--- src/rtl/swve_pkg.sv ---
package swve_pkg;

  // Field widths fixed by the interface.
  localparam int PIX_W   = 11;
  localparam int XW      = 12;
  localparam int TW      = 32;
  localparam int TPS_W   = 32;
  localparam int VEL_W   = 32;
  localparam int Q_FRAC  = 8;

  // Shared multiplier: 33 x 33 signed, wide operands go through it in 32 bit limbs.
  localparam int LIMB_W  = 32;
  localparam int OPND_W  = 33;
  localparam int PROD_W  = 66;

  // Saturation bounds of the velocity.
  localparam logic [VEL_W-1:0] VEL_MAX = 32'h7FFF_FFFF;
  localparam logic [VEL_W-1:0] VEL_MIN = 32'h8000_0000;

  // Length of the fixed multiply program that forms num, den and the dividend.
  localparam int PROG_LEN   = 13;
  localparam int PROG_CNT_W = 4;

  // Configuration register indexes.
  typedef enum logic [1:0] {
    REG_TPS    = 2'd0,
    REG_CENTRE = 2'd1,
    REG_HEIGHT = 2'd2
  } reg_idx_t;

  // Sequencer states.
  typedef enum logic [2:0] {
    ST_IDLE,
    ST_ACC,
    ST_PROG,
    ST_DRAIN,
    ST_DSTART,
    ST_DIV,
    ST_SHIFT,
    ST_OUT
  } state_t;

  // Multiplier operand selects.
  typedef enum logic [3:0] {
    A_D,
    A_ABSD,
    A_SDX_LO,
    A_SDX_HI,
    A_SD_LO,
    A_SD_HI,
    A_SDD_L0,
    A_SDD_L1,
    A_SDD_L2,
    A_NUM_LO,
    A_NUM_HI
  } opa_t;

  typedef enum logic [2:0] {
    B_X,
    B_ABSD,
    B_N,
    B_SX,
    B_SD_LO,
    B_SD_HI,
    B_TPS
  } opb_t;

  // Where a product is accumulated.
  typedef enum logic [1:0] {
    DST_NONE,
    DST_SDX,
    DST_SDD,
    DST_ACC
  } dest_t;

  // What the accumulator holds when a section restarts it.
  typedef enum logic [1:0] {
    SV_NONE,
    SV_NUM,
    SV_DEN
  } save_t;

  // One multiply slot of the sequencer.
  typedef struct packed {
    opa_t        a;
    opb_t        b;
    logic [1:0]  sh;
    dest_t       dst;
    logic        sub;
    logic        clr;
    save_t       save;
  } mop_t;

  // Window control.
  typedef struct packed {
    logic rotate;
    logic push;
  } win_ctrl_t;

  // Divider request.
  typedef struct packed {
    logic start;
    logic neg;
  } div_req_t;

  // Multiply program:
  //   slots 0..3   num = N*sdx - sd*sx
  //   slots 4..10  den = N*sdd - sd*sd   (restart saves num)
  //   slots 11..12 mag = |num| * ticks  (restart saves den)
  function automatic mop_t prog_op(input logic [PROG_CNT_W-1:0] idx);
    mop_t m;
    m = '{a: A_D, b: B_X, sh: 2'd0, dst: DST_NONE, sub: 1'b0, clr: 1'b0, save: SV_NONE};
    case (idx)
      4'd0: m = '{a: A_SDX_LO, b: B_N, sh: 2'd0, dst: DST_ACC, sub: 1'b0, clr: 1'b1,
                  save: SV_NONE};
      4'd1: m = '{a: A_SDX_HI, b: B_N, sh: 2'd1, dst: DST_ACC, sub: 1'b0, clr: 1'b0,
                  save: SV_NONE};
      4'd2: m = '{a: A_SD_LO, b: B_SX, sh: 2'd0, dst: DST_ACC, sub: 1'b1, clr: 1'b0,
                  save: SV_NONE};
      4'd3: m = '{a: A_SD_HI, b: B_SX, sh: 2'd1, dst: DST_ACC, sub: 1'b1, clr: 1'b0,
                  save: SV_NONE};
      4'd4: m = '{a: A_SDD_L0, b: B_N, sh: 2'd0, dst: DST_ACC, sub: 1'b0, clr: 1'b1,
                  save: SV_NUM};
      4'd5: m = '{a: A_SDD_L1, b: B_N, sh: 2'd1, dst: DST_ACC, sub: 1'b0, clr: 1'b0,
                  save: SV_NONE};
      4'd6: m = '{a: A_SDD_L2, b: B_N, sh: 2'd2, dst: DST_ACC, sub: 1'b0, clr: 1'b0,
                  save: SV_NONE};
      4'd7: m = '{a: A_SD_LO, b: B_SD_LO, sh: 2'd0, dst: DST_ACC, sub: 1'b1, clr: 1'b0,
                  save: SV_NONE};
      4'd8: m = '{a: A_SD_LO, b: B_SD_HI, sh: 2'd1, dst: DST_ACC, sub: 1'b1, clr: 1'b0,
                  save: SV_NONE};
      4'd9: m = '{a: A_SD_LO, b: B_SD_HI, sh: 2'd1, dst: DST_ACC, sub: 1'b1, clr: 1'b0,
                  save: SV_NONE};
      4'd10: m = '{a: A_SD_HI, b: B_SD_HI, sh: 2'd2, dst: DST_ACC, sub: 1'b1, clr: 1'b0,
                   save: SV_NONE};
      4'd11: m = '{a: A_NUM_LO, b: B_TPS, sh: 2'd0, dst: DST_ACC, sub: 1'b0, clr: 1'b1,
                   save: SV_DEN};
      4'd12: m = '{a: A_NUM_HI, b: B_TPS, sh: 2'd1, dst: DST_ACC, sub: 1'b0, clr: 1'b0,
                   save: SV_NONE};
      default: m = '{a: A_D, b: B_X, sh: 2'd0, dst: DST_NONE, sub: 1'b0, clr: 1'b0,
                     save: SV_NONE};
    endcase
    return m;
  endfunction

endpackage

--- src/rtl/swve_mul.sv ---
module swve_mul import swve_pkg::*; (
  input  logic                     clk,
  input  logic signed [OPND_W-1:0] a,
  input  logic signed [OPND_W-1:0] b,
  output logic signed [PROD_W-1:0] prod
);

  // Shared signed multiplier with a registered product.
  always_ff @(posedge clk) begin
    prod <= a * b;
  end

endmodule

--- config.mk ---
export PLATFORM = sky130hd
export DESIGN_NAME = swve_mul
export DESIGN_NICKNAME = d
export VERILOG_FILES = /design/src/rtl/swve_pkg.sv /design/src/rtl/swve_mul.sv
export SDC_FILE = /design/constraint.sdc
export NUM_CORES = 2
export LEC_CHECK = 0
export BUFFER_PORTS_ARGS = -buffer_cell sky130_fd_sc_hd__buf_4
export CORE_AREA = 2 2 372 374
export DETAILED_ROUTE_END_ITERATION = 8
export DIE_AREA = 0 0 374 376
export HOLD_SLACK_MARGIN = 0.08
export PLACE_DENSITY = 0.46
export SYNTH_ARGS = -nofsm -noshare
export SYNTH_HDL_FRONTEND = slang
export SYNTH_SLANG_ARGS = --single-unit
--- constraint.sdc ---
create_clock -name clk -period 9.8 [get_ports clk]
set_input_delay 0.98 -clock clk [delete_from_list [all_inputs] [get_ports clk]]
set_output_delay 0.98 -clock clk [all_outputs]
set_load 0.01 [all_outputs]
# Word level (Yosys, flattened, before mapping)
# Cells that the tools add are included.
# W data, S select, Z words.
word_totals:
  regBits: 66
  inputBits: 67
  out_inout_bits: 66
  elab_cells: 2
classes:
  multipliers: 1
ops:
  columns: ["cell", "count"]
  rows:
  - ["$mul A33 B33 Y66", 1]

# Longest topological paths before layout
logic_depth:
  word_depth: 1
  mapped_depth: 27
  depth_no_buf: 26

# Worst setup path before layout
# OpenSTA, ideal clock, no wires.
synth_path:
  kind: "input-to-reg"
  startpoint: "in a[32]"
  endpoint: "reg prod[62]"
  setup_time_ps: 79
  arrival_ps: 8137
  required_time_ps: 9721
  path_slack_ps: 1584
  stages: 23
  path_buffers: 2
  path_cell_list: "clkbuf_1 -> nand2_1 -> inv_1 -> fa_1 -> fa_1 -> fa_1 -> fa_1 -> fa_1 -> fa_1 -> fa_1 -> inv_1 -> fa_1 -> inv_1 -> ha_1 -> clkbuf_1 -> and3_1 -> nand3_1 -> nand2b_1 -> a2111oi_4 -> a211oi_4 -> a21o_2 -> a21o_1 -> a211oi_2"
synth_between:
  elab_chain_len: 1
synth_lines:
  columns: ["item", "line_no", "source"]
  rows:
  - ["from (decl)", "swve_mul.sv:3", "input logic signed [OPND_W-1:0] a,"]
  - ["$mul A33 B33 Y66", "swve_mul.sv:10", "prod <= a * b;"]
  - ["to (signal assigned)", "swve_mul.sv:10", null]
  - ["to (decl)", "swve_mul.sv:5", "output logic signed [PROD_W-1:0] prod"]
# Every way passes these cells.

# Worst setup path in the final report
layout_path:
  startpoint: "in b[0]"
  endpoint: "reg prod[64]"
layout_between:
  elab_chain_len: 1
layout_lines:
  columns: ["item", "line_no", "source"]
  rows:
  - ["from (decl)", "swve_mul.sv:4", "input logic signed [OPND_W-1:0] b,"]
  - ["$mul A33 B33 Y66", "swve_mul.sv:10", null]
# Every way passes these cells.

==> results.json <==
{
  "synth_area_um2": 40730,
  "crit_path_end_kind": "flip-flop",
  "wl_met3_mm": 4.497,
  "nets": 5712,
  "place_area_um2": 43320,
  "synth-edff-count": 0,
  "met1_length_mm": 54.78,
  "slew_viol_final": 0,
  "drive_gt1_share_pct": 4.874,
  "grt_start_max_net_pins": 34,
  "ys_warn_count": 0,
  "die-width_um": 374,
  "dpl.hpwl_mm": 98.15,
  "drv_cap": 0,
  "gp_congestion": 0.9077,
  "setup_viol": 0,
  "hold_buffers": 0,
  "clk_path_buf_depth": 2,
  "status": "finished clean",
  "largest_reg_flops": 66,
  "critical_path_class": "in2reg",
  "pre_cts_ws_ns": 0.4787,
  "grt_pass1_vias": 31290,
  "synth-seq-cells": 66,
  "port_buffers": 132,
  "synth_top_area_share_pct": 56.27,
  "synth_fp_nets": 5767,
  "grt.total_usage_pct": 18.09,
  "crit_path_start": "b[0]",
  "io_pins": 133,
  "fin_crit_ns": 9.214,
  "reg_top3": "prod (66)",
  "gr-total-overflow": 0,
  "dr_wl_met2_mm": 59.27,
  "yosysSeqAreaShare_pct": 3.244,
  "worstHoldStart": "b[0]",
  "start_util_pct": 29.81,
  "final_area_um2": 43610,
  "clockRootBuffer": "clkbuf_16",
  "core_um2": 136600,
  "wl_per_cell_um": 19.88,
  "num_vias": 27870,
  "die_y_um": 376,
  "drt_iter0_markers": 1257,
  "hold_viol_final": 0,
  "synthCells": 4338,
  "synth_top_area_cell": "fa_1",
  "clock_sink_count": 66,
  "grt_pass1_wl_mm": 193.0,
  "synth.area.top_cells": "fa_1, inv_1, and2_1, ha_1, nand2_1",
  "largest_register": "prod",
  "hold_path.class": "in2reg",
  "drc": 0,
  "worst_pin_slew_ns": 0.9223,
  "rows": 136,
  "routed_wl_mm": 121.0,
  "ant_nets": 0,
  "clk_pin_slew_ns": 0.08,
  "antenna_found_initial": 8,
  "die_area_um2": 140600,
  "slew_headroom_pct": 38.04,
  "cts_resized": 0,
  "drt_pass1_iterations": 7,
  "rsz0062_at_grt": "false",
  "area_growth_pct": 7.049,
  "async_reset_ff_share_pct": 0,
  "fin_hold_ws_ns": 1.086,
  "start_kind": "primary input",
  "post_cts_buffers": 0,
  "tritoncts": "yes",
  "required_ns": 10.14,
  "viasPerCell": 4.580,
  "syn_area_per_cell_um2": 9.390,
  "setup_ws_ns": 0.5856,
  "max_clock_freq_mhz": 108.5,
  "finalCritPeriodShare_pct": 94.02,
  "ys_types": 80,
  "htreeDepth": 3,
  "synthFlopType": "dfxtp_1",
  "cp_max_fo": 33,
  "worst-endpoint-arrival_ns": 9.56,
  "cts_made_buffers": 9,
  "top_layer": "met5",
  "fin_setup_tns_ns": 0
}
## cell families after synthesis
logic type                 synth area share, %
AOI/OAI and AO/OA                        4.067
and+or+nand+nor                          15.78
DFF                                      3.244
xor gates and xnor gates                 1.462
adders and majority gates                62.94
buffers and inverters                    12.51
## synth_stat cells (all sizes together), types with 6 or more instances
master  count
clkbuf    208
o31ai       7
a31oi       9
a21oi      61
a211o       6
dfxtp      66
and2      563
nor3        7
xnor2      43
a21o       38
fa       1145
o21a        6
o21ai      33
a211oi     11
buf        13
o21bai     11
nand2     551
nand2b     12
xor2       25
ha        217
and3        6
inv      1131
nor2       68
nand4      12
nand3      26
## cells in the final DEF, fill, tap and decap left out, types with 3 or more instances in the layout
cell type / instances
a211o_1: 6
a211oi_1: 7
a211oi_2: 3
a21o_1: 36
a21oi_1: 57
a21oi_2: 3
a31oi_1: 8
and2_1: 562
and3_1: 5
and4_1: 5
buf_4: 153
clkbuf_16: 9
clkinvlp_4: 3
dfxtp_1: 66
diode_2: 3
fa_1: 1144
ha_1: 217
inv_1: 1131
nand2_1: 551
nand2b_1: 12
nand3_1: 25
nand4_1: 11
nor2_1: 68
nor2b_1: 5
nor3_1: 7
o211ai_1: 4
o21a_1: 6
o21ai_0: 25
o21ai_1: 6
o21bai_1: 11
o31ai_4: 3
or2_2: 3
or3_1: 3
xnor2_1: 43
xor2_1: 25
## path summary, 6_finish.rpt
| kind | end | slack, ns | cells after the start |
|---|---|---|---|
| max | prod[64]$_DFF_P_ | 0.59 | 26 |
| min | prod[0]$_DFF_P_ | 1.09 | 2 |
## routing by layer
layer  vias up  track usage [%]
met1     15020            25.07
met2       515            30.55
met5         -                0
met3       102            1.798
li1      12220                -
met4         6            4.049
## worst max-delay path, cell delays in order
cell and delay, ns:
buf_4 0.23, nand2_1 0.16, inv_1 0.10, fa_1 0.68
inv_1 0.15, fa_1 0.52, inv_1 0.06, fa_1 0.51
inv_1 0.06, fa_1 0.53, inv_1 0.05, fa_1 0.51
fa_1 0.51, fa_1 0.50, inv_1 0.05, fa_1 0.47
inv_1 0.06, ha_1 0.51, nand3_1 0.39, nor2_1 0.51
nand2_1 0.17, nor3_1 0.78, o311ai_4 0.36, nand3_2 0.31
a211oi_1 0.11, a311oi_1 0.26
## metrics by stage
stage,util [%],cells
finish,31.91,6085
CTS,31.91,6082
global route,31.91,6082
detailed placement,31.70,6066
floorplan,-,4338
global placement,31.70,6066
## cell type report
class                      count  area [um2]
fill                       14370       93040
multi-input combinational   2920       34320
inverter                    1131        4245
tap                         1794        2245
sequential                    66        1321
timing repair buffer         155        1189
clock buffer                   9       225.2
clock inverter                 7       53.80
antenna                        3       7.507
Power is left out: the tool's default activity adds up to more than one toggle a clock period on the data nets, which glitch-free logic cannot reach.
