`src/rtl/swve_pkg.sv`:
```
package swve_pkg;

  // Field widths fixed by the interface.
  localparam int PIX_W   = 11;
  localparam int XW      = 12;
  localparam int TW      = 32;
  localparam int TPS_W   = 32;
  localparam int VEL_W   = 32;
  localparam int Q_FRAC  = 8;

  // Shared multiplier: 33 x 33 signed, wide operands go through it in 32 bit limbs.
  localparam int LIMB_W  = 32;
  localparam int OPND_W  = 33;
  localparam int PROD_W  = 66;

  // Saturation bounds of the velocity.
  localparam logic [VEL_W-1:0] VEL_MAX = 32'h7FFF_FFFF;
  localparam logic [VEL_W-1:0] VEL_MIN = 32'h8000_0000;

  // Length of the fixed multiply program that forms num, den and the dividend.
  localparam int PROG_LEN   = 13;
  localparam int PROG_CNT_W = 4;

  // Configuration register indexes.
  typedef enum logic [1:0] {
    REG_TPS    = 2'd0,
    REG_CENTRE = 2'd1,
    REG_HEIGHT = 2'd2
  } reg_idx_t;

  // Sequencer states.
  typedef enum logic [2:0] {
    ST_IDLE,
    ST_ACC,
    ST_PROG,
    ST_DRAIN,
    ST_DSTART,
    ST_DIV,
    ST_SHIFT,
    ST_OUT
  } state_t;

  // Multiplier operand selects.
  typedef enum logic [3:0] {
    A_D,
    A_ABSD,
    A_SDX_LO,
    A_SDX_HI,
    A_SD_LO,
    A_SD_HI,
    A_SDD_L0,
    A_SDD_L1,
    A_SDD_L2,
    A_NUM_LO,
    A_NUM_HI
  } opa_t;

  typedef enum logic [2:0] {
    B_X,
    B_ABSD,
    B_N,
    B_SX,
    B_SD_LO,
    B_SD_HI,
    B_TPS
  } opb_t;

  // Where a product is accumulated.
  typedef enum logic [1:0] {
    DST_NONE,
    DST_SDX,
    DST_SDD,
    DST_ACC
  } dest_t;

  // What the accumulator holds when a section restarts it.
  typedef enum logic [1:0] {
    SV_NONE,
    SV_NUM,
    SV_DEN
  } save_t;

  // One multiply slot of the sequencer.
  typedef struct packed {
    opa_t        a;
    opb_t        b;
    logic [1:0]  sh;
    dest_t       dst;
    logic        sub;
    logic        clr;
    save_t       save;
  } mop_t;

  // Window control.
  typedef struct packed {
    logic rotate;
    logic push;
  } win_ctrl_t;

  // Divider request.
  typedef struct packed {
    logic start;
    logic neg;
  } div_req_t;

  // Multiply program:
  //   slots 0..3   num = N*sdx - sd*sx
  //   slots 4..10  den = N*sdd - sd*sd   (restart saves num)
  //   slots 11..12 mag = |num| * ticks  (restart saves den)
  function automatic mop_t prog_op(input logic [PROG_CNT_W-1:0] idx);
    mop_t m;
    m = '{a: A_D, b: B_X, sh: 2'd0, dst: DST_NONE, sub: 1'b0, clr: 1'b0, save: SV_NONE};
    case (idx)
      4'd0: m = '{a: A_SDX_LO, b: B_N, sh: 2'd0, dst: DST_ACC, sub: 1'b0, clr: 1'b1,
                  save: SV_NONE};
      4'd1: m = '{a: A_SDX_HI, b: B_N, sh: 2'd1, dst: DST_ACC, sub: 1'b0, clr: 1'b0,
                  save: SV_NONE};
      4'd2: m = '{a: A_SD_LO, b: B_SX, sh: 2'd0, dst: DST_ACC, sub: 1'b1, clr: 1'b0,
                  save: SV_NONE};
      4'd3: m = '{a: A_SD_HI, b: B_SX, sh: 2'd1, dst: DST_ACC, sub: 1'b1, clr: 1'b0,
                  save: SV_NONE};
      4'd4: m = '{a: A_SDD_L0, b: B_N, sh: 2'd0, dst: DST_ACC, sub: 1'b0, clr: 1'b1,
                  save: SV_NUM};
      4'd5: m = '{a: A_SDD_L1, b: B_N, sh: 2'd1, dst: DST_ACC, sub: 1'b0, clr: 1'b0,
                  save: SV_NONE};
      4'd6: m = '{a: A_SDD_L2, b: B_N, sh: 2'd2, dst: DST_ACC, sub: 1'b0, clr: 1'b0,
                  save: SV_NONE};
      4'd7: m = '{a: A_SD_LO, b: B_SD_LO, sh: 2'd0, dst: DST_ACC, sub: 1'b1, clr: 1'b0,
                  save: SV_NONE};
      4'd8: m = '{a: A_SD_LO, b: B_SD_HI, sh: 2'd1, dst: DST_ACC, sub: 1'b1, clr: 1'b0,
                  save: SV_NONE};
      4'd9: m = '{a: A_SD_LO, b: B_SD_HI, sh: 2'd1, dst: DST_ACC, sub: 1'b1, clr: 1'b0,
                  save: SV_NONE};
      4'd10: m = '{a: A_SD_HI, b: B_SD_HI, sh: 2'd2, dst: DST_ACC, sub: 1'b1, clr: 1'b0,
                   save: SV_NONE};
      4'd11: m = '{a: A_NUM_LO, b: B_TPS, sh: 2'd0, dst: DST_ACC, sub: 1'b0, clr: 1'b1,
                   save: SV_DEN};
      4'd12: m = '{a: A_NUM_HI, b: B_TPS, sh: 2'd1, dst: DST_ACC, sub: 1'b0, clr: 1'b0,
                   save: SV_NONE};
      default: m = '{a: A_D, b: B_X, sh: 2'd0, dst: DST_NONE, sub: 1'b0, clr: 1'b0,
                     save: SV_NONE};
    endcase
    return m;
  endfunction

endpackage

```
`src/rtl/swve_div.sv`:
```
module swve_div import swve_pkg::*; #(
  parameter int DVD_W = 94,
  parameter int DEN_W = 73
) (
  input  logic             clk,
  input  logic             rst_n,
  input  div_req_t         req,
  input  logic [DVD_W-1:0] dividend,
  input  logic [DEN_W-1:0] divisor,
  output logic             done,
  output logic [VEL_W-1:0] quot
);

  localparam int CW = $clog2(DVD_W + 1);

  logic             busy_r;
  logic             done_r;
  logic [CW-1:0]    cnt_r;
  logic [DVD_W-1:0] dvd_r;
  logic [DEN_W-1:0] den_r;
  logic [DEN_W-1:0] rem_r;
  logic [VEL_W:0]   q_r;
  logic             ovf_r;
  logic             neg_r;

  logic [DEN_W:0]   rem_sh;
  logic [DEN_W:0]   rem_sub;
  logic             ge;
  logic             big_pos;
  logic             big_neg;

  // One restoring step: bring down the next dividend bit and try the subtract.
  always_comb begin
    rem_sh  = {rem_r, dvd_r[DVD_W-1]};
    rem_sub = rem_sh - {1'b0, den_r};
    ge      = (rem_sh >= {1'b0, den_r});
  end

  // Control of the iteration.
  always_ff @(posedge clk) begin
    if (!rst_n) begin
      busy_r <= 1'b0;
      done_r <= 1'b0;
      cnt_r  <= '0;
    end else begin
      done_r <= 1'b0;
      if (req.start) begin
        busy_r <= 1'b1;
        cnt_r  <= CW'(DVD_W);
      end else if (busy_r) begin
        cnt_r <= cnt_r - CW'(1);
        if (cnt_r == CW'(1)) begin
          busy_r <= 1'b0;
          done_r <= 1'b1;
        end
      end
    end
  end

  // Datapath; only the low 33 quotient bits are kept, higher ones set a sticky flag.
  always_ff @(posedge clk) begin
    if (req.start) begin
      dvd_r <= dividend;
      den_r <= divisor;
      rem_r <= '0;
      q_r   <= '0;
      ovf_r <= 1'b0;
      neg_r <= req.neg;
    end else if (busy_r) begin
      dvd_r <= {dvd_r[DVD_W-2:0], 1'b0};
      rem_r <= ge ? rem_sub[DEN_W-1:0] : rem_sh[DEN_W-1:0];
      q_r   <= {q_r[VEL_W-1:0], ge};
      ovf_r <= ovf_r | q_r[VEL_W];
    end
  end

  // Sign and saturation of the quotient magnitude.
  always_comb begin
    big_pos = ovf_r | q_r[VEL_W] | q_r[VEL_W-1];
    big_neg = ovf_r | q_r[VEL_W] | (q_r[VEL_W-1] & (|q_r[VEL_W-2:0]));
    if (!neg_r) begin
      quot = big_pos ? VEL_MAX : q_r[VEL_W-1:0];
    end else begin
      quot = big_neg ? VEL_MIN : (VEL_W'(0) - q_r[VEL_W-1:0]);
    end
  end

  assign done = done_r;

endmodule
```
`config.mk`:
```
export PLATFORM = sky130hd
export DESIGN_NAME = swve_div
export DESIGN_NICKNAME = d
export VERILOG_FILES = /design/src/rtl/swve_pkg.sv /design/src/rtl/swve_div.sv
export SDC_FILE = /design/constraint.sdc
export NUM_CORES = 1
export LEC_CHECK = 0
export ABC_CLOCK_PERIOD_IN_PS = 4200
export BUFFER_PORTS_ARGS = -buffer_cell sky130_fd_sc_hd__buf_2
export CAP_MARGIN = 20
export CELL_PAD_IN_SITES_DETAIL_PLACEMENT = 1
export CELL_PAD_IN_SITES_GLOBAL_PLACEMENT = 1
export CORE_MARGIN = 2
export CORE_UTILIZATION = 46
export DETAILED_ROUTE_END_ITERATION = 8
export HOLD_SLACK_MARGIN = 0.1
export MAX_ROUTING_LAYER = met4
export PLACE_DENSITY_LB_ADDON = 0.2
export SETUP_SLACK_MARGIN = 0.5
export SLEW_MARGIN = 15
export SYNTH_ARGS = -nofsm -noshare
export SYNTH_HDL_FRONTEND = slang
export SYNTH_SLANG_ARGS = --single-unit
```
`constraint.sdc`:
```
create_clock -name clk -period 4.2 [get_ports clk]
set_clock_uncertainty 0.05 [all_clocks]
set_input_delay 0.21 -clock clk [delete_from_list [all_inputs] [get_ports clk]]
set_output_delay 0.21 -clock clk [all_outputs]
set_load 0.02 [all_outputs]
```
== Word-level counts from Yosys, hierarchy flattened ==
Cells that the tools add are included.

* Bits in registers: 284
* Bits of input ports: 171
* Output and inout bits: 33

* $add $sub $neg: 3
* Magnitude comparators: 1
* Equality and inequality tests: 1
* Multiplexer cells: 12
* Bitwise gates (word level): 6
* Reduce and logical (&&, ||, !) cells: 4

{| class="wikitable"
|+ Operators by type and width
! operator !! count
|-
| $mux 94 || 2
|-
| $mux 32 || 3
|-
| $ge 74x73->1 || 1
|-
| $mux 73 || 1
|-
| $sub 73x73->73 || 1
|-
| $sub 1x32->32 const A || 1
|-
| $reduce_or 31->1 || 1
|-
| $mux 7 || 2
|-
| $eq 7x1->1 const B || 1
|-
| $sub 7x1->7 const B || 1
|-
| $mux 1 || 4
|-
| $or 1x1->1 || 3
|-
| $reduce_or 3->1 || 1
|-
| $not 1->1 || 2
|-
| $reduce_bool 2->1 || 1
|-
| $reduce_or 2->1 || 1
|-
| $and 1x1->1 || 1
|}

== Depth between registers and ports, before layout ==
* Word-level depth: 5
* Mapped depth: 16
* Depth with buffers taken out: 14

== Worst setup path after synthesis ==
No wires, ideal clock.

* Kind: reg-to-output
* Start: register q_r[0]
* End: output quot[16]
* Arrival time: 3.511 ns
* Path slack: 0.429 ns
* Cell stages (with the launch flop): 13
* Path buffers: 1
* Cell sequence: dfxtp_1 inv_1 ha_1 nor3b_2 and3_1 buf_4 nand4_2 or4b_4 or4b_4 o21ai_4 and2_4 nand2_4 o311ai_0

* Cells in the longest elaborated chain, start to end: 5

{| class="wikitable"
|+ RTL lines
! item !! line !! text
|-
| start, declared || swve_div.sv:22 || <nowiki>logic [VEL_W:0] q_r;</nowiki>
|-
| start signal, assigned || swve_div.sv:72 || <nowiki>q_r <= {q_r[VEL_W-1:0], ge};</nowiki>
|-
| branches (longest 3 deep; another with $sub 1x32->32) || - ||
|-
| $mux 32 (*) || swve_div.sv:84 || <nowiki>quot = big_neg ? VEL_MIN : (VEL_W'(0) - q_r[VEL_W-1:0]);</nowiki>
|-
| $mux 32 (*) || swve_div.sv:81 || <nowiki>if (!neg_r) begin</nowiki>
|-
| end, declared || swve_div.sv:11 || <nowiki>output logic [VEL_W-1:0] quot</nowiki>
|}

Every way passes the cells marked *.

== Worst setup path after layout ==
* Start: register q_r[20]
* End: output quot[18]

* Cells in the longest elaborated chain, start to end: 5

{| class="wikitable"
|+ RTL lines
! item !! line !! text
|-
| $reduce_or 31->1 || swve_div.sv:80 || <nowiki>big_neg = ovf_r | q_r[VEL_W] | (q_r[VEL_W-1] & (|q_r[VEL_W-2:0]));</nowiki>
|-
| $and 1x1->1 || swve_div.sv:80 ||
|-
| $or 1x1->1 || swve_div.sv:80 ||
|-
| $mux 32 || swve_div.sv:84 ||
|-
| $mux 32 || swve_div.sv:81 ||
|}

No other way between the ends.

==> results <==
- The core area is 0.0365 mm^2.
- The initial antenna violation count is 8.
- In this run the core area contains 70 standard-cell rows.
- Setup violations remaining at the end of the flow were counted as 29.
- Detailed routing inserted a total of 17399 vias.
- The most common cell after layout, fill and taps aside is sky130_fd_sc_hd__nor2_1.
- The count of flip-flops with a built-in enable after synthesis is 168.
- CTS saw 284 sinks.
- Based on the critical path, the design can be clocked at up to 212 MHz.
- Of the post-synthesis cell area, the dominant cell type holds 0.296.
- The layout overhead on the synthesized area is 32.9%.
- The I/O pin total is 204.
- The later pin in the worst-skew pair is clocked with a latency of 610 ps.
- The cell area reported after detailed placement is 0.0185 mm^2.
- The biggest area contributor in the post-synthesis netlist is sky130_fd_sc_hd__edfxtp_1.
- Synthesis produced a netlist whose cell count is 1818.
- For the final routed database, the setup TNS stands at -7800 ps.
- The most common flop cell mapped by yosys is sky130_fd_sc_hd__edfxtp_1.
- From bottom edge to top edge, the die measures 197 um.
- The register area is 0.00739 mm^2.
- The share of flip-flops with an asynchronous set or reset after synthesis is 0.
- The global-route wire length before repair is 98.8 mm.
- At the worst endpoint, the arrival time is 4450 ps.
- The ratio of cells with drive above 1 in the final layout is 0.244.
- Setup repair after global routing could not meet its margin everywhere.
- The kind of capture point of the worst setup path is an output pin.
- The via count of the first global-routing pass was 16988.
- The H-tree was split into 2 levels.
- In this run the power density over the cells is 385 mW/mm^2.
- The synthesis warning total is 0.
- The post-synthesis net count is 2066.
- The number of maximum-capacitance constraint violations is 0.
- The analysis attributes to cell leakage a power of 9.57 nW.
- The number of endpoints with negative hold slack in the final report is 0.
- The run finished, with violations left.
- The worst hold path belongs to the class input port to flip-flop.
- After the first detailed-routing iteration, the DRC count stood at 1870.
- For this run, design rule violations remaining after detail routing come to 0.
- The post-synthesis average cell area is 9.38 um^2.
- The overall die width is 197 um.
- The die covers 0.0386 mm^2.
- Yosys attributes the largest share of cell area to sky130_fd_sc_hd__edfxtp_1 (30%), sky130_fd_sc_hd__dfxtp_1 (14%), sky130_fd_sc_hd__mux2_2 (6.7%).
- The synthesized design contains 284 register bits.
- The combined global-route utilization of all metal layers is 0.337.
- Counting the fill cells in the layout gives 3961.
- The routed length per placed instance is 28.2 um.
- The part of the Yosys area used for sequential elements is 0.432.
- The maximum count of clock buffers along a single path is 3.
- The iteration count of the initial detailed-routing pass is 8.
- The clock tree from TritonCTS is built.
- The setup slack after layout is -514 ps.
- The overall routed net length is 76.4 mm.
- Of the available clock period, the critical path in the final layout requires 1.12.
- The post-route standard cell area excluding fillers is 0.0227 mm^2.
- The final global-route overflow total is 0.
- The final reports fail on negative setup slack.
- The wire-length estimate of the detail-placed layout is 33.9 mm.
- For the worst setup path, the data required time is 3940 ps.
- The maximum VDD drop is 416 uV.
- Using the TritonRoute via totals, the vias-per-cell ratio works out to 6.42.
- The count of buffers from port buffering is 203.
- The transition at the pin with the smallest max-transition slack is 992 ps.
- Headroom to the max-slew limit came out at 0.339.
- In the layout the commonest cells are sky130_fd_sc_hd__nor2_1 (209), sky130_fd_sc_hd__buf_2 (174), sky130_fd_sc_hd__dlygate4sd3_1 (169).
- The post-synthesis cell type count is 77.
- The clock tree root driver cell is sky130_fd_sc_hd__clkbuf_16.
- The number of pins exceeding their max-slew limit in the final report was 0.
- Entering global routing, the biggest net connects 171 pins.
- The number of routed nets with antenna violations is 0.
- STA classifies the critical path startpoint as a flip-flop.
- The total power draw is 8.72 mW.
- The fraction of the core area covered by cells at the end of the flow is 0.621.
- For this configuration, the core starts out at a cell density of 0.467.
- The worst path in the final design needs a cycle of 4710 ps, including I/O delays and setup.
- The area of the multi-input gates is 0.00945 mm^2.
- The critical path class is flip-flop to output pin.
- The CTS clock-pin slew for the worst setup and hold paths is 80 ps.
- The number of CTS-inserted buffers is 35.
- In this run the worst path has a maximum fanout of 7.
- At the end of routability-driven placement, the weighted congestion stood at 0.869.
- The synthesized netlist occupies a cell area of 0.0170 mm^2.
- At the end of the flow, the number of nets in the layout was 2447.
area by class of cell:
class | count | share of cell area
Clock buffer | 47 | 0.0420
Timing Repair Buffer | 451 | 0.162
Antenna cell | 15 | 0.00166
Multi-Input combinational cell | 1313 | 0.417
Sequential cell | 284 | 0.326
Tap cell | 468 | 0.0258
Clock inverter | 17 | 0.00674
Inverter | 114 | 0.0190
path summary, 6_finish.rpt:
| kind | startpoint | to | slack [ps] | cells past startpoint |
|---|---|---|---|---|
| worst max-delay path | q_r[20]$_SDFFE_PP0P_ | quot[18] | -510 | 11 |
| worst min register to register | rem_r[30]$_SDFFE_PP0P_ | rem_r[30]$_SDFFE_PP0P_ | 460 | 2 |
| worst min-delay path | req[1] | den_r[54]$_DFFE_PP_ | 90 | 1 |
| worst max register to register | den_r[4]$_DFFE_PP_ | rem_r[67]$_SDFFE_PP0P_ | 390 | 12 |
state kept, by name (all words and copies together) (netlist names):
name,count
rem_r,73
neg_r,1
busy_r,1
ovf_r,1
done,1
cnt_r,7
dvd_r,94
q_r,33
den_r,73
worst max-delay path, stage by stage (launching register included):
cell and delay [ps]:
sky130_fd_sc_hd__dfxtp_1 460, sky130_fd_sc_hd__nor2_1 650, sky130_fd_sc_hd__nand4_4 210, sky130_fd_sc_hd__or4b_4 540, sky130_fd_sc_hd__or4b_4 530, sky130_fd_sc_hd__o21ai_4 190, sky130_fd_sc_hd__and2_4 240, sky130_fd_sc_hd__buf_8 170
sky130_fd_sc_hd__buf_6 150, sky130_fd_sc_hd__nand2_1 220, sky130_fd_sc_hd__a21oi_2 310, sky130_fd_sc_hd__buf_6 160
cell families after synthesis:
kind of cell    count (synthesis)  synth area share
fa+ha+maj                      77            0.0570
flops                         284             0.432
compound gates                483             0.185
mux                           157            0.0997
buf+inv                       224            0.0513
simple gates                  534             0.144
xor+xnor                       59            0.0303
synth_stat cells, drive strengths merged, types with 10 or more instances:
cell,count
clkbuf,98
o21ai,88
xnor2,29
o211a,17
mux2,102
a21boi,12
buf,12
nand3,22
a21o,29
nor2,210
mux2i,55
nand4,36
xor2,30
and3,17
o21bai,17
a211oi,51
nor2b,10
a21oi,154
nor3,37
ha,76
inv,114
o21a,13
nand2,146
edfxtp,168
o311ai,19
o211ai,19
dfxtp,116
a31oi,14
report_power, final:
part	switching, mW	internal [mW]	leakage [nW]	total (mW)
logic	1.27	0.877	6.41	2.15
clock network	1.54	1.69	0.536	3.23
registers	0.149	3.20	2.62	3.35
through the flow:
step / setup slack [ps] / hold WS (ps) / std cells
floorplan: 464 / 259 / 1818
detailed placement: 287 / 338 / 2401
finish: -514 / 90.5 / 2709
CTS: 120 / 108 / 2662
global route: -459 / 123 / 2709
global placement: 429 / 336 / 2401
what timing repair did:
item | in CTS | in global routing
endpoints found under the hold margin | 177 | 0
pin swaps | 24 | 38
setup endpoints to repair | 59 | 93
setup buffers | 23 | 30
hold buffers | 169 | 0
resized for setup | 111 | 79
cloned | 5 | 2
per-layer routing:
layer | wire, um | track usage | vias up
met3 | 6540 | 0.0582 | 416
li1 | - | - | 7420
met2 | 36000 | 0.579 | 1111
met1 | 28500 | 0.393 | 8452
met5 | 0 | - | -
met4 | 5370 | 0.136 | 0
Power figures use the tool's default switching activity.
