## config.mk

```make
export PLATFORM = sky130hd
export DESIGN_NAME = swve_window
export DESIGN_NICKNAME = d
export VERILOG_FILES = /design/src/rtl/swve_pkg.sv /design/src/rtl/swve_window.sv
export SDC_FILE = /design/constraint.sdc
export NUM_CORES = 1
export LEC_CHECK = 0
export ABC_AREA = 1
export BUFFER_PORTS_ARGS = -buffer_cell sky130_fd_sc_hd__buf_2
export CORE_ASPECT_RATIO = 1.2
export CORE_MARGIN = 3
export CORE_UTILIZATION = 55
export CTS_BUF_LIST = sky130_fd_sc_hd__clkbuf_16
export CTS_CLUSTER_SIZE = 40
export DETAILED_ROUTE_END_ITERATION = 10
export PLACE_DENSITY = 0.88
export SLEW_MARGIN = 5
export SYNTH_ARGS = -nofsm -noshare
export SYNTH_HDL_FRONTEND = slang
export SYNTH_SLANG_ARGS = --single-unit
```

## constraint.sdc

```tcl
create_clock -name clk -period 5.25 [get_ports clk]
set_clock_uncertainty 0.1 [all_clocks]
set_input_delay 1.05 -clock clk [delete_from_list [all_inputs] [get_ports clk]]
set_output_delay 1.05 -clock clk [all_outputs]
set_load 0.1 [all_outputs]
```

## src/rtl/swve_pkg.sv

```systemverilog
package swve_pkg;

  // Field widths fixed by the interface.
  localparam int PIX_W   = 11;
  localparam int XW      = 12;
  localparam int TW      = 32;
  localparam int TPS_W   = 32;
  localparam int VEL_W   = 32;
  localparam int Q_FRAC  = 8;

  // Shared multiplier: 33 x 33 signed, wide operands go through it in 32 bit limbs.
  localparam int LIMB_W  = 32;
  localparam int OPND_W  = 33;
  localparam int PROD_W  = 66;

  // Saturation bounds of the velocity.
  localparam logic [VEL_W-1:0] VEL_MAX = 32'h7FFF_FFFF;
  localparam logic [VEL_W-1:0] VEL_MIN = 32'h8000_0000;

  // Length of the fixed multiply program that forms num, den and the dividend.
  localparam int PROG_LEN   = 13;
  localparam int PROG_CNT_W = 4;

  // Configuration register indexes.
  typedef enum logic [1:0] {
    REG_TPS    = 2'd0,
    REG_CENTRE = 2'd1,
    REG_HEIGHT = 2'd2
  } reg_idx_t;

  // Sequencer states.
  typedef enum logic [2:0] {
    ST_IDLE,
    ST_ACC,
    ST_PROG,
    ST_DRAIN,
    ST_DSTART,
    ST_DIV,
    ST_SHIFT,
    ST_OUT
  } state_t;

  // Multiplier operand selects.
  typedef enum logic [3:0] {
    A_D,
    A_ABSD,
    A_SDX_LO,
    A_SDX_HI,
    A_SD_LO,
    A_SD_HI,
    A_SDD_L0,
    A_SDD_L1,
    A_SDD_L2,
    A_NUM_LO,
    A_NUM_HI
  } opa_t;

  typedef enum logic [2:0] {
    B_X,
    B_ABSD,
    B_N,
    B_SX,
    B_SD_LO,
    B_SD_HI,
    B_TPS
  } opb_t;

  // Where a product is accumulated.
  typedef enum logic [1:0] {
    DST_NONE,
    DST_SDX,
    DST_SDD,
    DST_ACC
  } dest_t;

  // What the accumulator holds when a section restarts it.
  typedef enum logic [1:0] {
    SV_NONE,
    SV_NUM,
    SV_DEN
  } save_t;

  // One multiply slot of the sequencer.
  typedef struct packed {
    opa_t        a;
    opb_t        b;
    logic [1:0]  sh;
    dest_t       dst;
    logic        sub;
    logic        clr;
    save_t       save;
  } mop_t;

  // Window control.
  typedef struct packed {
    logic rotate;
    logic push;
  } win_ctrl_t;

  // Divider request.
  typedef struct packed {
    logic start;
    logic neg;
  } div_req_t;

  // Multiply program:
  //   slots 0..3   num = N*sdx - sd*sx
  //   slots 4..10  den = N*sdd - sd*sd   (restart saves num)
  //   slots 11..12 mag = |num| * ticks  (restart saves den)
  function automatic mop_t prog_op(input logic [PROG_CNT_W-1:0] idx);
    mop_t m;
    m = '{a: A_D, b: B_X, sh: 2'd0, dst: DST_NONE, sub: 1'b0, clr: 1'b0, save: SV_NONE};
    case (idx)
      4'd0: m = '{a: A_SDX_LO, b: B_N, sh: 2'd0, dst: DST_ACC, sub: 1'b0, clr: 1'b1,
                  save: SV_NONE};
      4'd1: m = '{a: A_SDX_HI, b: B_N, sh: 2'd1, dst: DST_ACC, sub: 1'b0, clr: 1'b0,
                  save: SV_NONE};
      4'd2: m = '{a: A_SD_LO, b: B_SX, sh: 2'd0, dst: DST_ACC, sub: 1'b1, clr: 1'b0,
                  save: SV_NONE};
      4'd3: m = '{a: A_SD_HI, b: B_SX, sh: 2'd1, dst: DST_ACC, sub: 1'b1, clr: 1'b0,
                  save: SV_NONE};
      4'd4: m = '{a: A_SDD_L0, b: B_N, sh: 2'd0, dst: DST_ACC, sub: 1'b0, clr: 1'b1,
                  save: SV_NUM};
      4'd5: m = '{a: A_SDD_L1, b: B_N, sh: 2'd1, dst: DST_ACC, sub: 1'b0, clr: 1'b0,
                  save: SV_NONE};
      4'd6: m = '{a: A_SDD_L2, b: B_N, sh: 2'd2, dst: DST_ACC, sub: 1'b0, clr: 1'b0,
                  save: SV_NONE};
      4'd7: m = '{a: A_SD_LO, b: B_SD_LO, sh: 2'd0, dst: DST_ACC, sub: 1'b1, clr: 1'b0,
                  save: SV_NONE};
      4'd8: m = '{a: A_SD_LO, b: B_SD_HI, sh: 2'd1, dst: DST_ACC, sub: 1'b1, clr: 1'b0,
                  save: SV_NONE};
      4'd9: m = '{a: A_SD_LO, b: B_SD_HI, sh: 2'd1, dst: DST_ACC, sub: 1'b1, clr: 1'b0,
                  save: SV_NONE};
      4'd10: m = '{a: A_SD_HI, b: B_SD_HI, sh: 2'd2, dst: DST_ACC, sub: 1'b1, clr: 1'b0,
                   save: SV_NONE};
      4'd11: m = '{a: A_NUM_LO, b: B_TPS, sh: 2'd0, dst: DST_ACC, sub: 1'b0, clr: 1'b1,
                   save: SV_DEN};
      4'd12: m = '{a: A_NUM_HI, b: B_TPS, sh: 2'd1, dst: DST_ACC, sub: 1'b0, clr: 1'b0,
                   save: SV_NONE};
      default: m = '{a: A_D, b: B_X, sh: 2'd0, dst: DST_NONE, sub: 1'b0, clr: 1'b0,
                     save: SV_NONE};
    endcase
    return m;
  endfunction

endpackage

```

## src/rtl/swve_window.sv

```systemverilog
module swve_window import swve_pkg::*; #(
  parameter int DEPTH = 8
) (
  input  logic                 clk,
  input  logic                 rst_n,
  input  win_ctrl_t            ctl,
  input  logic signed [XW-1:0] push_x,
  input  logic [TW-1:0]        push_t,
  output logic signed [XW-1:0] tap_x,
  output logic [TW-1:0]        tap_t
);

  logic signed [XW-1:0] win_x_r [DEPTH];
  logic [TW-1:0]        win_t_r [DEPTH];

  // Rotation walks every entry past the tap and returns the window to its order;
  // a push drops the oldest entry and appends the new sample.
  always_ff @(posedge clk) begin
    if (!rst_n) begin
      for (int i = 0; i < DEPTH; i++) begin
        win_x_r[i] <= '0;
        win_t_r[i] <= '0;
      end
    end else if (ctl.rotate) begin
      for (int i = 0; i < DEPTH - 1; i++) begin
        win_x_r[i] <= win_x_r[i+1];
        win_t_r[i] <= win_t_r[i+1];
      end
      win_x_r[DEPTH-1] <= win_x_r[0];
      win_t_r[DEPTH-1] <= win_t_r[0];
    end else if (ctl.push) begin
      for (int i = 0; i < DEPTH - 1; i++) begin
        win_x_r[i] <= win_x_r[i+1];
        win_t_r[i] <= win_t_r[i+1];
      end
      win_x_r[DEPTH-1] <= push_x;
      win_t_r[DEPTH-1] <= push_t;
    end
  end

  // The oldest entry is the only read port.
  assign tap_x = win_x_r[0];
  assign tap_t = win_t_r[0];

endmodule

```

* Word-level counts from Yosys, hierarchy flattened *
Memory sizes are Yosys's and may differ from the RTL's.
Index checks and enable logic that the tools add are counted.

storage, ports and cells
  register bits = 0
  bits in latches = 0
  memory bits (writable) = 352
  bits in read-only memories = 0
  bits of input ports = 48
  memories kept = 2

cells by class
  $add $sub $neg = 0
  multiply operators = 0
  divide/modulo/power cells = 0
  magnitude comparators = 0
  equal/unequal tests = 0
  shift-type cells = 0
  muxes and demuxes = 40
  bitwise gates (word level) = 32
  reductions and logical operators = 0

memories
  memory   depth  bits a word  rd ports  clocked after Yosys merged registers in  write ports  line               RTL
  win_t_r  8      32           8         0                                        8            swve_window.sv:14  logic [TW-1:0] win_t_r [DEPTH];
  win_x_r  8      12           8         0                                        8            swve_window.sv:13  logic signed [XW-1:0] win_x_r [DEPTH];

operators with widths
  kind          count
  $mux W32      16
  $mux W12      16
  $or A1 B1 Y1  32
  $mux W1       8

* Logic depth before layout (Yosys ltp) *
Gate-level depths: netlist of run 1.

  depth after elaboration = 5
  gate-level depth with buffers = 5
  gate-level depth less buffers = 4

* Worst setup path after synthesis of run 1 *
No wires, ideal clock.

  path type = in2reg
  from = in ctl[0] in the netlist's numbering
  to = mem win_t_r[0][0] (enable)
  arrival time = 3.820 ns
  required time = 4.001 ns
  path slack = 0.181 ns
  stages on the path = 5
  buffers on the path = 3
  cells stage by stage = buf_4 nor2_4 buf_4 buf_6 nand2_1

RTL lines
  element          line               RTL
  start, declared  swve_window.sv:6   input win_ctrl_t ctl,
  end, declared    swve_window.sv:14

==> reports/qor.txt, run 1 <==
Run status: finished clean
# H-tree levels: 1
Hold buffer count at CTS: 0
Setup repair after global routing missed its margin: false
Count of different cell masters after synthesis: 15
Area inside the core boundary: 28800 sq um
Initial antenna violation count: 0
Reg2Reg Setup Slack: 4.20 ns
Most area-hungry cell type in the Yosys netlist: sky130_fd_sc_hd__edfxtp_1
First-pass DRT Iterations: 7
Tightest slew margin relative to the limit: 12.0%
Maximum fanout along the worst path: 86
Post_cts resized: 0
Post-route DRC violation count: 0
Final core utilization: 59.4%
Weighted congestion at the end of routability-driven global placement: 0.767
Pins Over Slew Limit: 0
Height of the die: 194 um
Leakage power total: 6.68 nW
Die span in x: 162 um
GRT Total Usage: 17.6%
Dpl hpwl: 15.7 mm
Highest-count cells in the layout ignoring fill and taps: sky130_fd_sc_hd__edfxtp_1, sky130_fd_sc_hd__inv_1, sky130_fd_sc_hd__nor3_2
Fmax: 333 MHz
Max Cap Violations: 0
Floorplan die area: 31500 sq um
Final number of setup-violating endpoints: 0
Detail Route Antenna Nets: 0
Maximum clock insertion buffer count: 3
Kind of critical path: in -> reg
Kind of start point of the critical path: input port
# IOs: 92
CTS root buf: sky130_fd_sc_hd__clkbuf_16
Via count normalized by instance count: 5.22
Proportion of netlist area held by the largest area contributor: 65.5%
Total overflow reported by the global router: 0
Fin. Hold Viols: 0
Final period demand of the worst path: 3.01 ns
Detailed-route wire length per cell: 16.8 um
Fraction of final layout cells with drive strength greater than 1: 30.6%
Global-route wire length before repair: 44.9 mm
CTS tree: built
Ranking of synthesized cells by area: sky130_fd_sc_hd__edfxtp_1, sky130_fd_sc_hd__nor3_2, sky130_fd_sc_hd__inv_1
Pwr per Cell Area: 354 nW/um^2
Buffers on Ports: 91
Number of storage elements in the synthesis netlist: 352
Arrival @ worst endpoint: 3.07 ns
Site Rows: 68
Share of the yosys chip area belonging to registers: 65.5%
Type of element capturing the critical path: register
Source-to-sink clock delay at the later pin of the worst-skew pair: 0.55 ns
Area of the mapped netlist: 16100 sq um
Cts bufs inserted: 31
Synthesized area per cell: 13.1 sq um
Initial Util: 56.0%
Number of sinks driven by the clock tree: 352
Largest net degree at the start of global routing: 182
# diodes: 0
Worst Tran Pin Value: 1.32 ns
Via count of the first global-routing pass: 8454
Share of the clock period used by the worst path: 57.3%
Drt first-iter violations: 772
Number of fill cells: 2111
Worst endpoint required time: 5.31 ns
Clock-pin slew on the worst setup and hold paths: 0.06 ns
Via count: 8620
Area Growth Syn to Fin: 6.12%
Number of nets in the final layout: 1292
Synthesized Nets: 1285
Final Routed Wirelength: 27.7 mm
Synth warn: 0
Tightest Hold Check Type: reg -> reg
Post-synthesis cell count: 1237
Setup TNS: 0 ns
Peak VDD IR: 165 uV
Total setup buffers inserted after CTS: 0
Leading cell type in the layout, fill and taps excluded: sky130_fd_sc_hd__edfxtp_1
[critical path, cell delays in order]
cell and delay [ns]:
sky130_fd_sc_hd__buf_2 0.12, sky130_fd_sc_hd__nor2_4 0.04, sky130_fd_sc_hd__buf_4 0.24, sky130_fd_sc_hd__nand2_4 0.53, sky130_fd_sc_hd__buf_4 1.00
[synthesized netlist by cell type]
library cell,count
sky130_fd_sc_hd__buf_4,57
sky130_fd_sc_hd__edfxtp_1,352
sky130_fd_sc_hd__nor3_1,32
sky130_fd_sc_hd__nor3_2,232
sky130_fd_sc_hd__buf_1,4
sky130_fd_sc_hd__clkbuf_1,8
sky130_fd_sc_hd__inv_2,2
sky130_fd_sc_hd__nand4_1,44
sky130_fd_sc_hd__nand2_1,91
sky130_fd_sc_hd__nand2_2,1
sky130_fd_sc_hd__buf_6,47
sky130_fd_sc_hd__buf_2,14
sky130_fd_sc_hd__inv_1,308
sky130_fd_sc_hd__nor2_4,1
sky130_fd_sc_hd__nand3_1,44
[logic make-up after synthesis]
group	synth area share, %
simple gates	20.7
buf+inv	13.9
flops	65.5
[path summary, 6_finish.rpt]
path                   startpoint  depth (start not counted)         endpoint
hold / removal    win_t_r[0][255]                          2  win_t_r[0][223]
hold reg to reg   win_t_r[0][255]                          2  win_t_r[0][223]
setup / recovery           ctl[1]                          5  win_t_r[0][187]
setup reg to reg    win_t_r[0][7]                          2  win_t_r[0][231]
[state kept, by name, summed over array words and instances, names as in the netlist]
register	cells
win_t_r	256
win_x_r	96
[metrics by stage]
step / instance area, sq um / setup WS (ns) / power, mW / cells / hold WS, ns
CTS: 17100 / 2.23 / 6.10 / 1651 / 0.400
global route: 17100 / 2.10 / 6.26 / 1651 / 0.427
global placement: 16200 / 1.67 / 3.96 / 1596 / 0.385
floorplan: 16100 / 0.181 / 3.91 / 1237 / 0.381
detailed placement: 16200 / 1.65 / 3.98 / 1596 / 0.392
finish: 17100 / 2.24 / 6.06 / 1651 / 0.402
[where the power goes]
group	total, mW	switching (mW)	internal (mW)	leakage (nW)
Combinational	0.558	0.442	0.116	2.13
Sequential	3.36	0.0674	3.29	4.07
Clock	2.14	0.973	1.17	0.479
[layout make-up]
class                      instances  area [sq um]  share of cell area (%)
clock buffer                      31           776                    4.53
multi-input combinational        445          3360                    19.6
clock inverter                    24           168                   0.979
tap                              385           482                    2.81
timing repair buffer             104           606                    3.53
inverter                         310          1170                    6.84
sequential                       352         10600                    61.7
[routing by layer]
layer	share of wire, %	global-route usage [%]
met1	43	25.0
met2	50	28.5
met3	4.8	2.67
met4	2.8	5.28
met5	0	0
Note: power is estimated with default switching activity, not from simulation.
==> run 2: changes to the inputs <==
Settings changed: ABC_AREA 1 to 0, CORE_UTILIZATION 55 to 60, PLACE_DENSITY 0.88 to 0.91.
Clock period 5.25 ns to 3.03 ns, I/O delays scaled along.
==> run 2 against run 1 <==
Compared with the run above:
- sequential share of layout area rose by 6.3 points
- via count fell by 24%
- cell area fell by 9.3%
- non-clock buffer count rose by 3
- sequential power rose by 73%
- die area fell by 20%
- synthesized cell count fell by 28%
- clock-buffer cell count rose by 3
- flip-flop and latch count did not move
- register-to-register slack got worse by 2.2 ns
- largest cell class unchanged
==> reports/qor.txt, run 2 <==
Total power consumption of the routed design: 10.7 mW
Area inside the core boundary: 22600 sq um
Dpl hpwl: 12.8 mm
# IOs: 92
Number of sinks driven by the clock tree: 352
Post_cts resized: 0
Most instantiated flip-flop cell in the synthesis netlist: sky130_fd_sc_hd__edfxtp_1
Via count: 6578
Total overflow reported by the global router: 0
Final worst slack: 0.896 ns
WP buf/inv: 1
Area of the mapped netlist: 13900 sq um
Total setup buffers inserted after CTS: 0
Internal power: 8.37 mW
Site Rows: 60
Reg2Reg Setup Slack: 2.00 ns
Largest stage delay on the critical path: 0.46 ns
GRT Total Usage: 17.7%
Timing startpoint of the critical path: win_x_r[0][1]
Most numerous cell types in the synthesized netlist: sky130_fd_sc_hd__edfxtp_1, sky130_fd_sc_hd__and2_1, sky130_fd_sc_hd__nand2_1
CTS tree: built
Share of power burned in the clock network: 39.2%
Cell count along the critical path: 1
Fraction of final layout cells with drive strength greater than 1: 16.9%
Die span in x: 145 um
Pwr per Cell Area: 690 nW/um^2
Type of element capturing the critical path: primary output
Cts bufs inserted: 34
Fmax: 469 MHz
CTS root buf: sky130_fd_sc_hd__clkbuf_16
Source-to-sink clock delay at the later pin of the worst-skew pair: 0.52 ns
Max Cap Violations: 0
Largest net degree at the start of global routing: 103
Floorplan die area: 25100 sq um
Detail Route Antenna Nets: 0
Tightest Hold Check Type: in -> reg
Height of the die: 173 um
Register bank with the most flops: win_t_r
Placement-stage worst setup slack: 0.404 ns
Setup repair after global routing missed its margin: false
Share of the yosys chip area belonging to registers: 75.9%
Highest-count cells in the layout ignoring fill and taps: sky130_fd_sc_hd__edfxtp_1, sky130_fd_sc_hd__and2_1, sky130_fd_sc_hd__buf_2
Final period demand of the worst path: 2.13 ns
# H-tree levels: 2
Switching power: 2.35 mW
Synthesized area per cell: 15.6 sq um
Library cell contributing the largest single delay on the critical path: sky130_fd_sc_hd__buf_2
Final number of setup-violating endpoints: 0
Synthesized Nets: 939
Final Routed Wirelength: 22.2 mm
Proportion of netlist area held by the largest area contributor: 75.9%
Kind of start point of the critical path: register
Arrival @ worst endpoint: 1.43 ns
Weighted congestion at the end of routability-driven global placement: 0.733
Number of nets in the final layout: 989
Most common cell in the synthesized netlist: sky130_fd_sc_hd__edfxtp_1
Kind of cell adding the most delay to the critical path: buffers and inverters
Count of different cell masters after synthesis: 12
Kind of critical path: reg -> out
Peak VDD IR: 465 uV
Tightest slew margin relative to the limit: 40.7%
Part of the total power dissipated in combinational logic: 6.6%
Cells along the critical path: buf_2
Post-route DRC violation count: 0
Number of cells on the worst reg-to-reg path: 2
Instance area after placement: 14400 sq um
Drt first-iter violations: 451
Sw frac: 21.9%
Initial antenna violation count: 1
Buffers on Ports: 91
Share of async-settable or async-resettable flops after synthesis: 0%
Number of enable-type register cells in the synthesized netlist: 352
Critical register-to-register path endpoint: win_t_r[0][254]
Maximum clock insertion buffer count: 3
Number of storage elements in the synthesis netlist: 352
Worst endpoint required time: 2.32 ns
Fin. Hold Viols: 0
First-pass DRT Iterations: 4
Post-synthesis cell count: 891
Area Growth Syn to Fin: 11.6%
Leakage power total: 6.39 nW
Most area-hungry cell type in the Yosys netlist: sky130_fd_sc_hd__edfxtp_1
Share of the clock period used by the worst path: 70.4%
Sequential fraction of design power: 54.1%
Via count of the first global-routing pass: 6575
Maximum fanout along the worst path: 2
Clock-pin slew on the worst setup and hold paths: 0.06 ns
Via count normalized by instance count: 5.17
Worst Tran Pin Value: 0.887 ns
Pins Over Slew Limit: 0
Final non-filler cell area: 15500 sq um
Hold buffer count at CTS: 0
Leading cell type in the layout, fill and taps excluded: sky130_fd_sc_hd__edfxtp_1
Synth warn: 0
Global-route wire length before repair: 35.0 mm
Initial Util: 61.6%
Launch point of the worst reg-to-reg path: win_t_r[0][30]
Top Registers: win_t_r x256, win_x_r x96
Ranking of synthesized cells by area: sky130_fd_sc_hd__edfxtp_1, sky130_fd_sc_hd__and2_1, sky130_fd_sc_hd__mux2i_1
Detailed-route wire length per cell: 17.4 um
CP endpoint: tap_x[1]
Run status: finished clean
Flip-flop count of the largest register after layout: 256
run 2: worst min path at each step:
stage / start / to / slack [ns] / cells past startpoint
finish: push_t[19] / win_t_r[0][243] / 0.35 / 3
global route: push_t[19] / win_t_r[0][243] / 0.34 / 3
detailed placement: win_x_r[0][73] / win_x_r[0][61] / 0.40 / 1
floorplan: win_t_r[0][159] / win_t_r[0][127] / 0.40 / 1
CTS: push_t[19] / win_t_r[0][243] / 0.32 / 3
global placement: win_x_r[0][30] / win_x_r[0][18] / 0.40 / 1
run 2: per-stage QoR:
step           util, %  hold slack (ns)  cells  setup TNS, ns
3_3_place_gp      63.9            0.399   1215              0
4_1_cts           68.8            0.325   1271              0
2_1_floorplan        -            0.397    891         -20.75
5_1_grt           68.8            0.343   1272              0
3_5_place_dp      63.9            0.403   1215              0
6_report          68.8            0.347   1272              0
run 2: kinds of logic after synthesis:
group           count (synthesis)  synth area share [%]
mux                            44                  3.16
buf+inv                        93                  4.43
flops                         352                  75.9
compound gates                  1                 0.108
simple gates                  401                  16.4
run 2: layer usage:
| layer | GRT usage [%] | wire (um) | up-vias |
|---|---|---|---|
| li1 | - | - | 3118 |
| met5 | 0 | 0 | - |
| met4 | 7.21 | 734 | 0 |
| met1 | 25.6 | 9650 | 3246 |
| met3 | 2.91 | 1050 | 50 |
| met2 | 27.5 | 10700 | 164 |
run 2: layout make-up:
| class | count | area (sq um) |
|---|---|---|
| Sequential cell | 352 | 10600 |
| Fill cell | 1346 | 7060 |
| Multi-Input combinational cell | 446 | 2780 |
| Clock buffer | 34 | 851 |
| Timing Repair Buffer | 107 | 691 |
| Tap cell | 310 | 388 |
| Clock inverter | 22 | 258 |
| Antenna cell | 1 | 2.50 |
run 2: power by group through the flow:
stage	combinational [mW]	clock [mW]	sequential [mW]
after floorplan	0.608	0	5.86
after global placement	0.697	0	5.89
after detailed placement	0.716	0	5.90
after CTS	0.721	4.30	5.80
after global routing	0.763	4.45	5.83
final	0.712	4.21	5.80
